`config.mk`:
```
export PLATFORM = sky130hd
export DESIGN_NAME = utf8_stream_decoder
export DESIGN_NICKNAME = d
export VERILOG_FILES = /design/src/design/u8sd_pkg.sv /design/src/design/utf8_stream_decoder.sv
export SDC_FILE = /design/constraint.sdc
export NUM_CORES = 1
export LEC_CHECK = 0
export BUFFER_PORTS_ARGS = -buffer_cell sky130_fd_sc_hd__buf_2
export CAP_MARGIN = 5
export CORE_UTILIZATION = 27
export CTS_BUF_LIST = sky130_fd_sc_hd__clkbuf_4
export DETAILED_ROUTE_END_ITERATION = 12
export HOLD_SLACK_MARGIN = 0.03
export PLACE_DENSITY = 0.53
export SLEW_MARGIN = 25
export SYNTH_ARGS = -nofsm -noshare
export SYNTH_HDL_FRONTEND = slang
export SYNTH_SLANG_ARGS = --single-unit
```
`constraint.sdc`:
```
create_clock -name clock -period 24.1 [get_ports clock]
set_clock_uncertainty 0.05 [all_clocks]
set_input_delay 4.82 -clock clock [delete_from_list [all_inputs] [get_ports clock]]
set_output_delay 4.82 -clock clock [all_outputs]
set_load 0.005 [all_outputs]
```
`src/design/u8sd_pkg.sv`:
```
// shared constants, types and helpers for the utf-8 stream decoder
`timescale 1ns / 1ps
package u8sd_pkg;

   localparam int unsigned MAX_STRING_BYTES = 65536;

   localparam int CP_W   = 21;
   localparam int CNT_W  = 17;
   localparam int BYTE_W = 8;
   localparam int RSP_W  = 56;

   localparam logic [CNT_W-1:0] CNT_MAX = CNT_W'(MAX_STRING_BYTES);

   localparam logic [BYTE_W-1:0] LEAD_TWO   = 8'h80;
   localparam logic [BYTE_W-1:0] LEAD_THREE = 8'hE0;
   localparam logic [BYTE_W-1:0] LEAD_FOUR  = 8'hF0;
   localparam logic [BYTE_W-1:0] PAYLOAD_MASK = 8'h7F;
   localparam logic [BYTE_W-1:0] CONT_MASK  = 8'hC0;
   localparam logic [BYTE_W-1:0] CONT_TAG   = 8'h80;
   localparam logic [BYTE_W-1:0] CONT_BITS  = 8'h3F;

   typedef logic [CNT_W-1:0] count_type;
   typedef logic [CP_W-1:0]  code_type;

   typedef struct packed {
      code_type  code_point;
      count_type start_offset;
      count_type char_count;
      logic      error;
      logic      end_of_run;
   } result_type;

   // sequence length from the lead byte alone, 1 to 4
   function automatic logic [2:0] lead_len(input logic [BYTE_W-1:0] b);
      logic [2:0] len;
      if (b < LEAD_TWO) begin
         len = 3'd1;
      end else if (b < LEAD_THREE) begin
         len = 3'd2;
      end else if (b < LEAD_FOUR) begin
         len = 3'd3;
      end else begin
         len = 3'd4;
      end
      return len;
   endfunction

   function automatic count_type sat_inc(input count_type v);
      count_type r;
      if (v >= CNT_MAX) begin
         r = CNT_MAX;
      end else begin
         r = v + count_type'(1);
      end
      return r;
   endfunction

endpackage

```
`src/design/utf8_stream_decoder.sv`:
```
// utf-8 stream decoder top level
`timescale 1ns / 1ps
// Usage: raw string bytes enter on the req_ channel, one word per byte, with
// req_tlast on the final byte of each string. Each completed character comes
// out on the rsp_ channel with its code point, its 1-based start offset and
// the running character count; rsp_tuser flags a malformed or truncated
// sequence, after which the rest of that string is dropped with no result.
// rsp_tlast marks the final result of a string (always set with an error).
// Throughput: one byte per cycle. All decoding is done in one pass of small
// mask, shift and compare logic between the accepted byte and the output
// register, so a result appears in the cycle after its last byte is accepted.
// Bytes that complete nothing (lead and middle bytes not ending the string,
// discarded bytes) produce no word.
// Stall: the output register holds its word while rsp_tready is low; a new
// byte is still taken whenever the output register is empty or being read
// in the same cycle.
// Reset: synchronous, active high; clears the decoder state (no pending
// sequence, byte position and character count at zero, character start at
// one) and empties the output register.
module utf8_stream_decoder (
   input  logic                   clock,
   input  logic                   reset,
   input  logic                   req_tvalid,
   output logic                   req_tready,
   input  logic [7:0]             req_tdata,   // [7:0] data_byte
   input  logic                   req_tlast,   // last_byte
   output logic                   rsp_tvalid,
   input  logic                   rsp_tready,
   output logic [u8sd_pkg::RSP_W-1:0] rsp_tdata, // [20:0] code_point,
                                                 // [37:21] start_offset,
                                                 // [54:38] char_count, [55] zero
   output logic                   rsp_tuser,   // error
   output logic                   rsp_tlast    // end_of_run
);
   import u8sd_pkg::*;

   logic [1:0] bytes_left_ff, bytes_left_in;
   code_type   partial_ff, partial_in;
   count_type  byte_pos_ff, byte_pos_in;
   count_type  char_start_ff, char_start_in;
   count_type  chars_done_ff, chars_done_in;
   logic       discard_ff, discard_in;

   logic       rsp_valid_ff, rsp_valid_in;
   result_type rsp_ff, rsp_in;

   logic       accept;
   logic       emit;
   logic [2:0] len;
   count_type  pos_inc;
   count_type  chars_inc;
   code_type   shifted;
   logic       new_str;

   assign req_tready = !rsp_valid_ff || rsp_tready;
   assign accept     = req_tvalid && req_tready;

   assign len       = lead_len(req_tdata);
   assign pos_inc   = sat_inc(byte_pos_ff);
   assign chars_inc = sat_inc(chars_done_ff);
   assign shifted   = {partial_ff[CP_W-7:0], 6'(req_tdata & CONT_BITS)};

   always_comb begin
      bytes_left_in = bytes_left_ff;
      partial_in    = partial_ff;
      byte_pos_in   = byte_pos_ff;
      char_start_in = char_start_ff;
      chars_done_in = chars_done_ff;
      discard_in    = discard_ff;
      emit          = 1'b0;
      new_str       = 1'b0;
      rsp_in        = rsp_ff;

      if (accept) begin
         byte_pos_in = pos_inc;
         if (discard_ff) begin
            new_str = req_tlast;
         end else if (bytes_left_ff == 2'd0) begin
            char_start_in = pos_inc;
            if (len == 3'd1) begin
               chars_done_in = chars_inc;
               emit          = 1'b1;
               rsp_in        = '{code_point: CP_W'(req_tdata), start_offset: pos_inc,
                                 char_count: chars_inc, error: 1'b0,
                                 end_of_run: req_tlast};
               new_str       = req_tlast;
            end else begin
               partial_in    = CP_W'(req_tdata & (PAYLOAD_MASK >> len));
               bytes_left_in = 2'(len - 3'd1);
               if (req_tlast) begin
                  emit    = 1'b1;
                  rsp_in  = '{code_point: '0, start_offset: pos_inc,
                              char_count: chars_done_ff, error: 1'b1,
                              end_of_run: 1'b1};
                  new_str = 1'b1;
               end
            end
         end else if ((req_tdata & CONT_MASK) != CONT_TAG) begin
            emit   = 1'b1;
            rsp_in = '{code_point: '0, start_offset: char_start_ff,
                       char_count: chars_done_ff, error: 1'b1, end_of_run: 1'b1};
            if (req_tlast) begin
               new_str = 1'b1;
            end else begin
               discard_in    = 1'b1;
               bytes_left_in = 2'd0;
               partial_in    = '0;
            end
         end else begin
            partial_in    = shifted;
            bytes_left_in = bytes_left_ff - 2'd1;
            if (bytes_left_ff == 2'd1) begin
               chars_done_in = chars_inc;
               partial_in    = '0;
               emit          = 1'b1;
               rsp_in        = '{code_point: shifted, start_offset: char_start_ff,
                                 char_count: chars_inc, error: 1'b0,
                                 end_of_run: req_tlast};
               new_str       = req_tlast;
            end else if (req_tlast) begin
               emit    = 1'b1;
               rsp_in  = '{code_point: '0, start_offset: char_start_ff,
                           char_count: chars_done_ff, error: 1'b1, end_of_run: 1'b1};
               new_str = 1'b1;
            end
         end

         if (new_str) begin
            bytes_left_in = 2'd0;
            partial_in    = '0;
            byte_pos_in   = '0;
            char_start_in = count_type'(1);
            chars_done_in = '0;
            discard_in    = 1'b0;
         end
      end

      // output register: load on a new result, drain when taken
      if (emit) begin
         rsp_valid_in = 1'b1;
      end else if (rsp_tready) begin
         rsp_valid_in = 1'b0;
      end else begin
         rsp_valid_in = rsp_valid_ff;
      end
   end

   always_ff @(posedge clock) begin
      if (reset) begin
         bytes_left_ff <= 2'd0;
         partial_ff    <= '0;
         byte_pos_ff   <= '0;
         char_start_ff <= count_type'(1);
         chars_done_ff <= '0;
         discard_ff    <= 1'b0;
         rsp_valid_ff  <= 1'b0;
      end else begin
         bytes_left_ff <= bytes_left_in;
         partial_ff    <= partial_in;
         byte_pos_ff   <= byte_pos_in;
         char_start_ff <= char_start_in;
         chars_done_ff <= chars_done_in;
         discard_ff    <= discard_in;
         rsp_valid_ff  <= rsp_valid_in;
      end
   end

   always_ff @(posedge clock) begin
      rsp_ff <= rsp_in;
   end

   assign rsp_tvalid = rsp_valid_ff;
   assign rsp_tdata  = {1'b0, rsp_ff.char_count, rsp_ff.start_offset, rsp_ff.code_point};
   assign rsp_tuser  = rsp_ff.error;
   assign rsp_tlast  = rsp_ff.end_of_run;

   // an error word always closes its string
   a_err_last: assert property (@(posedge clock) disable iff (reset)
      rsp_valid_ff && rsp_ff.error |-> rsp_ff.end_of_run)
      else $error("error word without end of run");

   // an error word carries no code point
   a_err_zero: assert property (@(posedge clock) disable iff (reset)
      rsp_valid_ff && rsp_ff.error |-> rsp_ff.code_point == '0)
      else $error("error word with nonzero code point");

   // while dropping the rest of a string no sequence is pending
   a_discard_idle: assert property (@(posedge clock) disable iff (reset)
      discard_ff |-> bytes_left_ff == 2'd0 && partial_ff == '0)
      else $error("pending sequence while discarding");

   // a final byte clears the byte position, character count, pending sequence and discard flag
   a_last_clears: assert property (@(posedge clock) disable iff (reset)
      accept && req_tlast |=> byte_pos_ff == '0 && chars_done_ff == '0
         && bytes_left_ff == 2'd0 && !discard_ff)
      else $error("string state not cleared after last byte");

endmodule

```
==> run_results.csv, run 1 <==
group,metric,value,unit
outcome,status,"complete, but fails checks",
outcome,violations,"DRC",
placed_design,postPlaceCellArea,0.00665,mm^2
clock_tree,root_buffer,"clkbuf_4",
sta,fin_crit_sh,42.8,%
detailed_routing,wl_per_cell,14.9,um
logic_synthesis,ys_async_sr_fraction,0,%
clock_tree,ctsLongestPathBuffers,2,
logic_synthesis,synth.ff_latch_count,127,
sta,final_hold_viol_count,0,
sta,grt_setup_unrepaired,"no",
detailed_routing,ant_nets,0,
clock_tree,cts_tree,"done",
worst_setup_path,worst_path_most_repeated_cell,"buf_2",
detailed_routing,drt_iter0_markers,389,
sta,fmax,96.8,MHz
floorplan,dieWidth,152,um
detailed_routing,drt-pass1-iter-count,8,
worst_setup_path,r2r_setup_slack,21.20,ns
logic_synthesis,synth_edf_count,57,
hold_path,hp-class,"register to register",
worst_setup_path,crit_arrival,5.46,ns
global_route,grt_max_degree,60,
floorplan,ios,73,
worst_setup_path,worst-path-buf-inv,2,
floorplan,coreArea,0.0220,mm^2
logic_synthesis,syn_area,0.00609,mm^2
worst_setup_path,cp_top_family,"buffers and inverters",
worst_setup_path,reg2reg_from,"bytes_left_ff[0]",
final_layout,fin_nets,723,
worst_setup_path,crit_path_start_kind,"input port",
sta,setup_tns,0,ns
clock_tree,htree_levels,4,
hold_path,holdPathStages,2,
clock_tree,cts_made_buffers,17,
global_route,grt_pass1_wl,24300,um
logic_synthesis,synth.most_common_cell,"nand2_1",
clock_tree,cts-resized-gates,0,
placed_design,dp_hpwl,9740,um
final_layout,nFillCells,2303,
logic_synthesis,synth-warning-count,0,
final_layout,fin_util,31.5,%
logic_synthesis,syn-num-nets,674,
floorplan,initial_core_util,27.7,%
worst_setup_path,cpMaxStageDelayCell,"nand2b_1",
final_layout,drive_gt1_share,17.5,%
logic_synthesis,synthCells,652,
worst_setup_path,cpPeakStageDelay,0.30,ns
worst_setup_path,crit_required,19.23,ns
detailed_routing,num_vias,4835,
clock_tree,clock-sinks,127,
logic_synthesis,synth_top_flop_cell,"dfxtp_1",
logic_synthesis,yosysTopAreaCellShare,28.1,%
detailed_routing,avgViaCountPerCell,4.86,
global_route,antenna_found_initial,1,
final_layout,area_growth,13.7,%
logic_synthesis,seq_area_frac_synth,51.2,%
global_route,grt_util_all_layers,13.1,%
power_and_ir_drop,p_leak,2.43,nW
clock_tree,holdBufCountCts,0,
hold_path,min_from,"partial_ff[9]",
worst_setup_path,crit_fanout,9,
worst_setup_path,crit_path_end_kind,"output pin",
global_route,overflow,0,
power_and_ir_drop,ir_drop,0.0358,mV
worst_setup_path,r2r_cells,7,
sta,slew_viol_final,0,
sta,period_needed,10.33,ns
logic_synthesis,avgSynthCellArea,9.33,um^2
detailed_routing,drc,8,
floorplan,fp-row-count,54,
hold_path,hold_path_end,"partial_ff[9]",
logic_synthesis,synth_cell_type_count,64,
clock_tree,insertion_delay,0.55,ns
floorplan,die-area,0.0231,mm^2
placed_design,port_buffers,71,
flow_run,drv_cap,0,
clock_tree,cts_setup_buffers,0,
logic_synthesis,synthTopCellsByCount,"81 x nand2_1, 70 x dfxtp_1, 59 x a21oi_1, 57 x edfxtp_1, 44 x nor2_1",
sta,worst_pin_slew,0.951,ns
global_route,grt_pass1_vias,4472,
logic_synthesis,netlist_top_cells_area,"edfxtp_1 28%, dfxtp_1 23%, nand2_1 5.0%",
logic_synthesis,synth_area_leader_cell,"edfxtp_1",
detailed_routing,wl,14800,um
power_and_ir_drop,p_per_area,60.8,mW/mm^2
sta,slew_headroom,36.1,%
sta,setup_viol,0,
worst_setup_path,setup.worst_path.class,"input port to output pin",
final_layout,postLayoutCellArea,0.00692,mm^2
clock_tree,path_clk_slew,0.10,ns
placed_design,gp_congestion,0.799,
worst_setup_path,path_cells,"buf_2, nand2b_1, buf_2",
floorplan,fp.dieH,152,um
worst_setup_path,reg2reg_to,"rsp_tdata[9]",
placed cells by master, fill, tap and decap left out, types with 7 or more instances in the layout:
cell type,instances
a21oi_1,59
and2_1,24
buf_2,71
clkbuf_4,20
clkinv_2,7
dfxtp_1,70
edfxtp_1,57
ha_1,9
inv_1,14
nand2_1,81
nand2b_1,11
nand3_1,29
nand4_1,8
nor2_1,44
nor3_1,25
o211ai_1,7
o21ai_0,37
o2bb2ai_1,9
o31a_1,7
o31ai_1,9
or3_1,11
xnor2_1,8
power breakdown:
part	switching [W]	internal (W)	total [W]	leakage (nW)
Sequential	0.00000264	0.000233	0.000236	1.12
Clock	0.0000821	0.0000639	0.000146	0.156
Combinational	0.0000273	0.0000118	0.0000391	1.15
tightest hold or removal path: stages (launching register included):
cell and delay [ns]:
dfxtp_1 0.32, nand2_1 0.05, a21oi_1 0.05
cell families after synthesis:
group,synth area share [%]
AND/OR/NAND/NOR,22.6
AO/OA/AOI/OAI,17.1
flip-flops,51.2
buffers and inverters,4.21
XOR/XNOR,2.01
adder cells (fa/ha/maj),1.85
multiplexers,1.01
other,0.0616
final cells by class:
cell class / count / area [um^2] / share of cell area, %
Timing Repair Buffer: 77 / 400 / 5.79
Antenna cell: 1 / 2.50 / 0.0362
Tap cell: 280 / 350 / 5.06
Multi-Input combinational cell: 462 / 2720 / 39.3
Inverter: 16 / 60.1 / 0.868
Clock buffer: 20 / 150 / 2.17
Clock inverter: 12 / 120 / 1.74
Sequential cell: 127 / 3110 / 45.0
metrics by stage:
step / instances / hold WS [ns] / setup slack (ns) / power [W]
6_report: 995 / 0.405 / 13.77 / 0.000421
3_3_place_gp: 962 / 0.386 / 13.80 / 0.000280
2_1_floorplan: 652 / 0.377 / 8.91 / 0.000266
3_5_place_dp: 962 / 0.390 / 13.78 / 0.000281
5_1_grt: 995 / 0.429 / 13.76 / 0.000440
4_1_cts: 994 / 0.406 / 13.78 / 0.000426
state kept, by name, indices dropped and copies added (netlist names):
register       flops
byte_pos_ff       17
bytes_left_ff      2
char_start_ff     17
chars_done_ff     17
discard_ff         1
partial_ff        15
rsp_tdata         55
rsp_tlast          1
rsp_tuser          1
rsp_tvalid         1
how the worst max path moves through the flow:
stage | cells past startpoint | endpoint | start
after floorplan | 5 | rsp_tdata[0] | req_tdata[4]
after global placement | 3 | req_tready | rsp_tready
after detailed placement | 3 | req_tready | rsp_tready
after CTS | 3 | req_tready | rsp_tready
after global routing | 3 | req_tready | rsp_tready
final | 3 | req_tready | rsp_tready
metal layers:
layer | up-vias | global-route usage [%] | wire length [um]
li1 | 2462 | - | -
met1 | 2284 | 17.1 | 7070
met2 | 79 | 21.1 | 7030
met3 | 10 | 3.64 | 614
met4 | 0 | 3.64 | 108
met5 | - | 0 | 0
(Power assumes the default switching activity.)
==> inputs of run 2 (changes only) <==
==> constraint.sdc (replaced) <==
create_clock -name clock -period 10.55 [get_ports clock]
set_clock_uncertainty 0.05 [all_clocks]
set_input_delay 2.11 -clock clock [delete_from_list [all_inputs] [get_ports clock]]
set_output_delay 2.11 -clock clock [all_outputs]
set_load 0.005 [all_outputs]
==> run 2 against run 1 <==
Effect of this change:
- the run still ends with DRC left
- flip-flop and latch count stayed put
- sequential power is 130% higher
- cell area is 0.16% lower
- global-route usage is 0.28 points higher
- combinational power is 130% higher
- non-clock buffer count stayed put
- setup slack worse by 8.1 ns
- core utilization is 0.051 points lower
- cell count stayed put
- via count is 1.9% higher
- highest routed layer unchanged
==> run_results.csv, run 2 (same netlist as run 1, synthesis figures left out) <==
group,metric,value,unit
worst_setup_path,setup.worst_path.class,"input port to output pin",
floorplan,die-area,0.0231,mm^2
worst_setup_path,path_cells,"buf_2, nand2b_1, buf_2",
worst_setup_path,crit_required,8.39,ns
worst_setup_path,crit_arrival,2.76,ns
global_route,grt_util_all_layers,13.4,%
clock_tree,ctsLongestPathBuffers,2,
sta,grt_setup_unrepaired,"no",
final_layout,fin_nets,723,
clock_tree,cts_setup_buffers,0,
detailed_routing,ant_nets,0,
floorplan,ios,73,
sta,slew_viol_final,0,
power_and_ir_drop,p_seq_share,57.4,%
power_and_ir_drop,p_clk_share,32.9,%
flow_run,drv_cap,0,
clock_tree,root_buffer,"clkbuf_4",
outcome,status,"complete, but fails checks",
power_and_ir_drop,p_leak,2.40,nW
clock_tree,htree_levels,4,
floorplan,coreArea,0.0220,mm^2
floorplan,dieWidth,152,um
detailed_routing,wl,15100,um
floorplan,fp.dieH,152,um
detailed_routing,drc,12,
detailed_routing,wl_per_cell,15.2,um
detailed_routing,avgViaCountPerCell,4.95,
global_route,grt_pass1_wl,24600,um
power_and_ir_drop,p_per_area,136,mW/mm^2
power_and_ir_drop,ir_drop,0.0642,mV
sta,worst_pin_slew,0.896,ns
floorplan,fp-row-count,54,
worst_setup_path,cpMaxStageDelayCell,"nand2b_1",
power_and_ir_drop,power.share.combinational,9.7,%
final_layout,fin_util,31.5,%
sta,fmax,203,MHz
sta,final_hold_viol_count,0,
clock_tree,cts_made_buffers,17,
clock_tree,cts-resized-gates,0,
final_layout,largest_register_ffs,55,
final_layout,layout.cells.most_common,"nand2_1",
worst_setup_path,worst_path_most_repeated_cell,"buf_2",
global_route,antenna_found_initial,1,
global_route,grt_max_degree,60,
final_layout,layout_common_cells,"81 x nand2_1, 71 x buf_2, 70 x dfxtp_1, 59 x a21oi_1, 57 x edfxtp_1",
outcome,violations,"DRC",
clock_tree,holdBufCountCts,0,
sta,slew_headroom,39.9,%
worst_setup_path,crit_path_end_kind,"output pin",
worst_setup_path,crit_fanout,9,
worst_setup_path,cpPeakStageDelay,0.31,ns
clock_tree,clock-sinks,127,
worst_setup_path,crit_path_start_kind,"input port",
final_layout,area_growth,13.5,%
hold_path,hp-class,"register to register",
sta,period_needed,4.92,ns
power_and_ir_drop,internal_power,0.000674,W
final_layout,fin_cells,995,
sta,setup_tns,0,ns
sta,setup_viol,0,
detailed_routing,drt_iter0_markers,441,
final_layout,drive_gt1_share,17.4,%
clock_tree,cts_tree,"done",
placed_design,gp_congestion,0.795,
power_and_ir_drop,swShare,28.1,%
clock_tree,path_clk_slew,0.11,ns
floorplan,initial_core_util,27.7,%
clock_tree,insertion_delay,0.54,ns
placed_design,dpl.cell_count,961,
global_route,grt_pass1_vias,4612,
placed_design,dp_hpwl,9980,um
power_and_ir_drop,p_switching,0.000264,W
detailed_routing,num_vias,4927,
sta,fin_crit_sh,46.6,%
global_route,overflow,0,
placed_design,port_buffers,71,
detailed_routing,drt-pass1-iter-count,9,
run 2: area by class of cell:
cell class                 count  area [um^2]
antenna                        1         2.50
inverter                      16         60.1
clock buffer                  17          128
clock inverter                15          123
fill                        2278        15100
timing repair buffer          77          400
tap                          280          350
multi-input combinational    462         2730
sequential                   127         3110
run 2: routing by layer:
| metal | vias up | track usage, % | routed length (um) |
|---|---|---|---|
| met2 | 96 | 21.2 | 7080 |
| met1 | 2350 | 17.7 | 7150 |
| met3 | 14 | 3.44 | 706 |
| li1 | 2467 | - | - |
| met5 | - | 0 | 0 |
| met4 | 0 | 4.47 | 198 |
run 2: path summary, 6_finish.rpt:
| kind | start | to | slack [ns] | depth (start not counted) |
|---|---|---|---|---|
| worst min-delay path | partial_ff[9] | partial_ff[9] | 0.40 | 2 |
| worst max-delay path | rsp_tready | req_tready | 5.63 | 3 |
| worst max register to register | bytes_left_ff[0] | chars_done_ff[7] | 6.96 | 8 |
| worst min register to register | partial_ff[9] | partial_ff[9] | 0.40 | 2 |
run 2: critical path, delay by kind of cell:
family / cells / cell delay [ns]
buffers and inverters: 2 / 0.34
and+or+nand+nor: 1 / 0.31
run 2: through the flow:
stage                     hold slack (ns)  cell area [um^2]  setup slack [ns]  total power, W
after global placement              0.384              6640              5.66        0.000641
after floorplan                     0.377              6090             0.845        0.000606
after detailed placement            0.390              6640              5.65        0.000641
after global routing                0.430              6910              5.63        0.000981
after CTS                           0.406              6890              5.65        0.000951
final                               0.401              6910              5.63        0.000937
run 2: power groups by stage:
stage	combinational, W	sequential (W)	clock [W]
floorplan	0.0000518	0.000554	0
global placement	0.0000911	0.000550	0
detailed placement	0.0000916	0.000550	0
CTS	0.0000919	0.000539	0.000320
global route	0.000102	0.000540	0.000339
finish	0.0000909	0.000538	0.000308
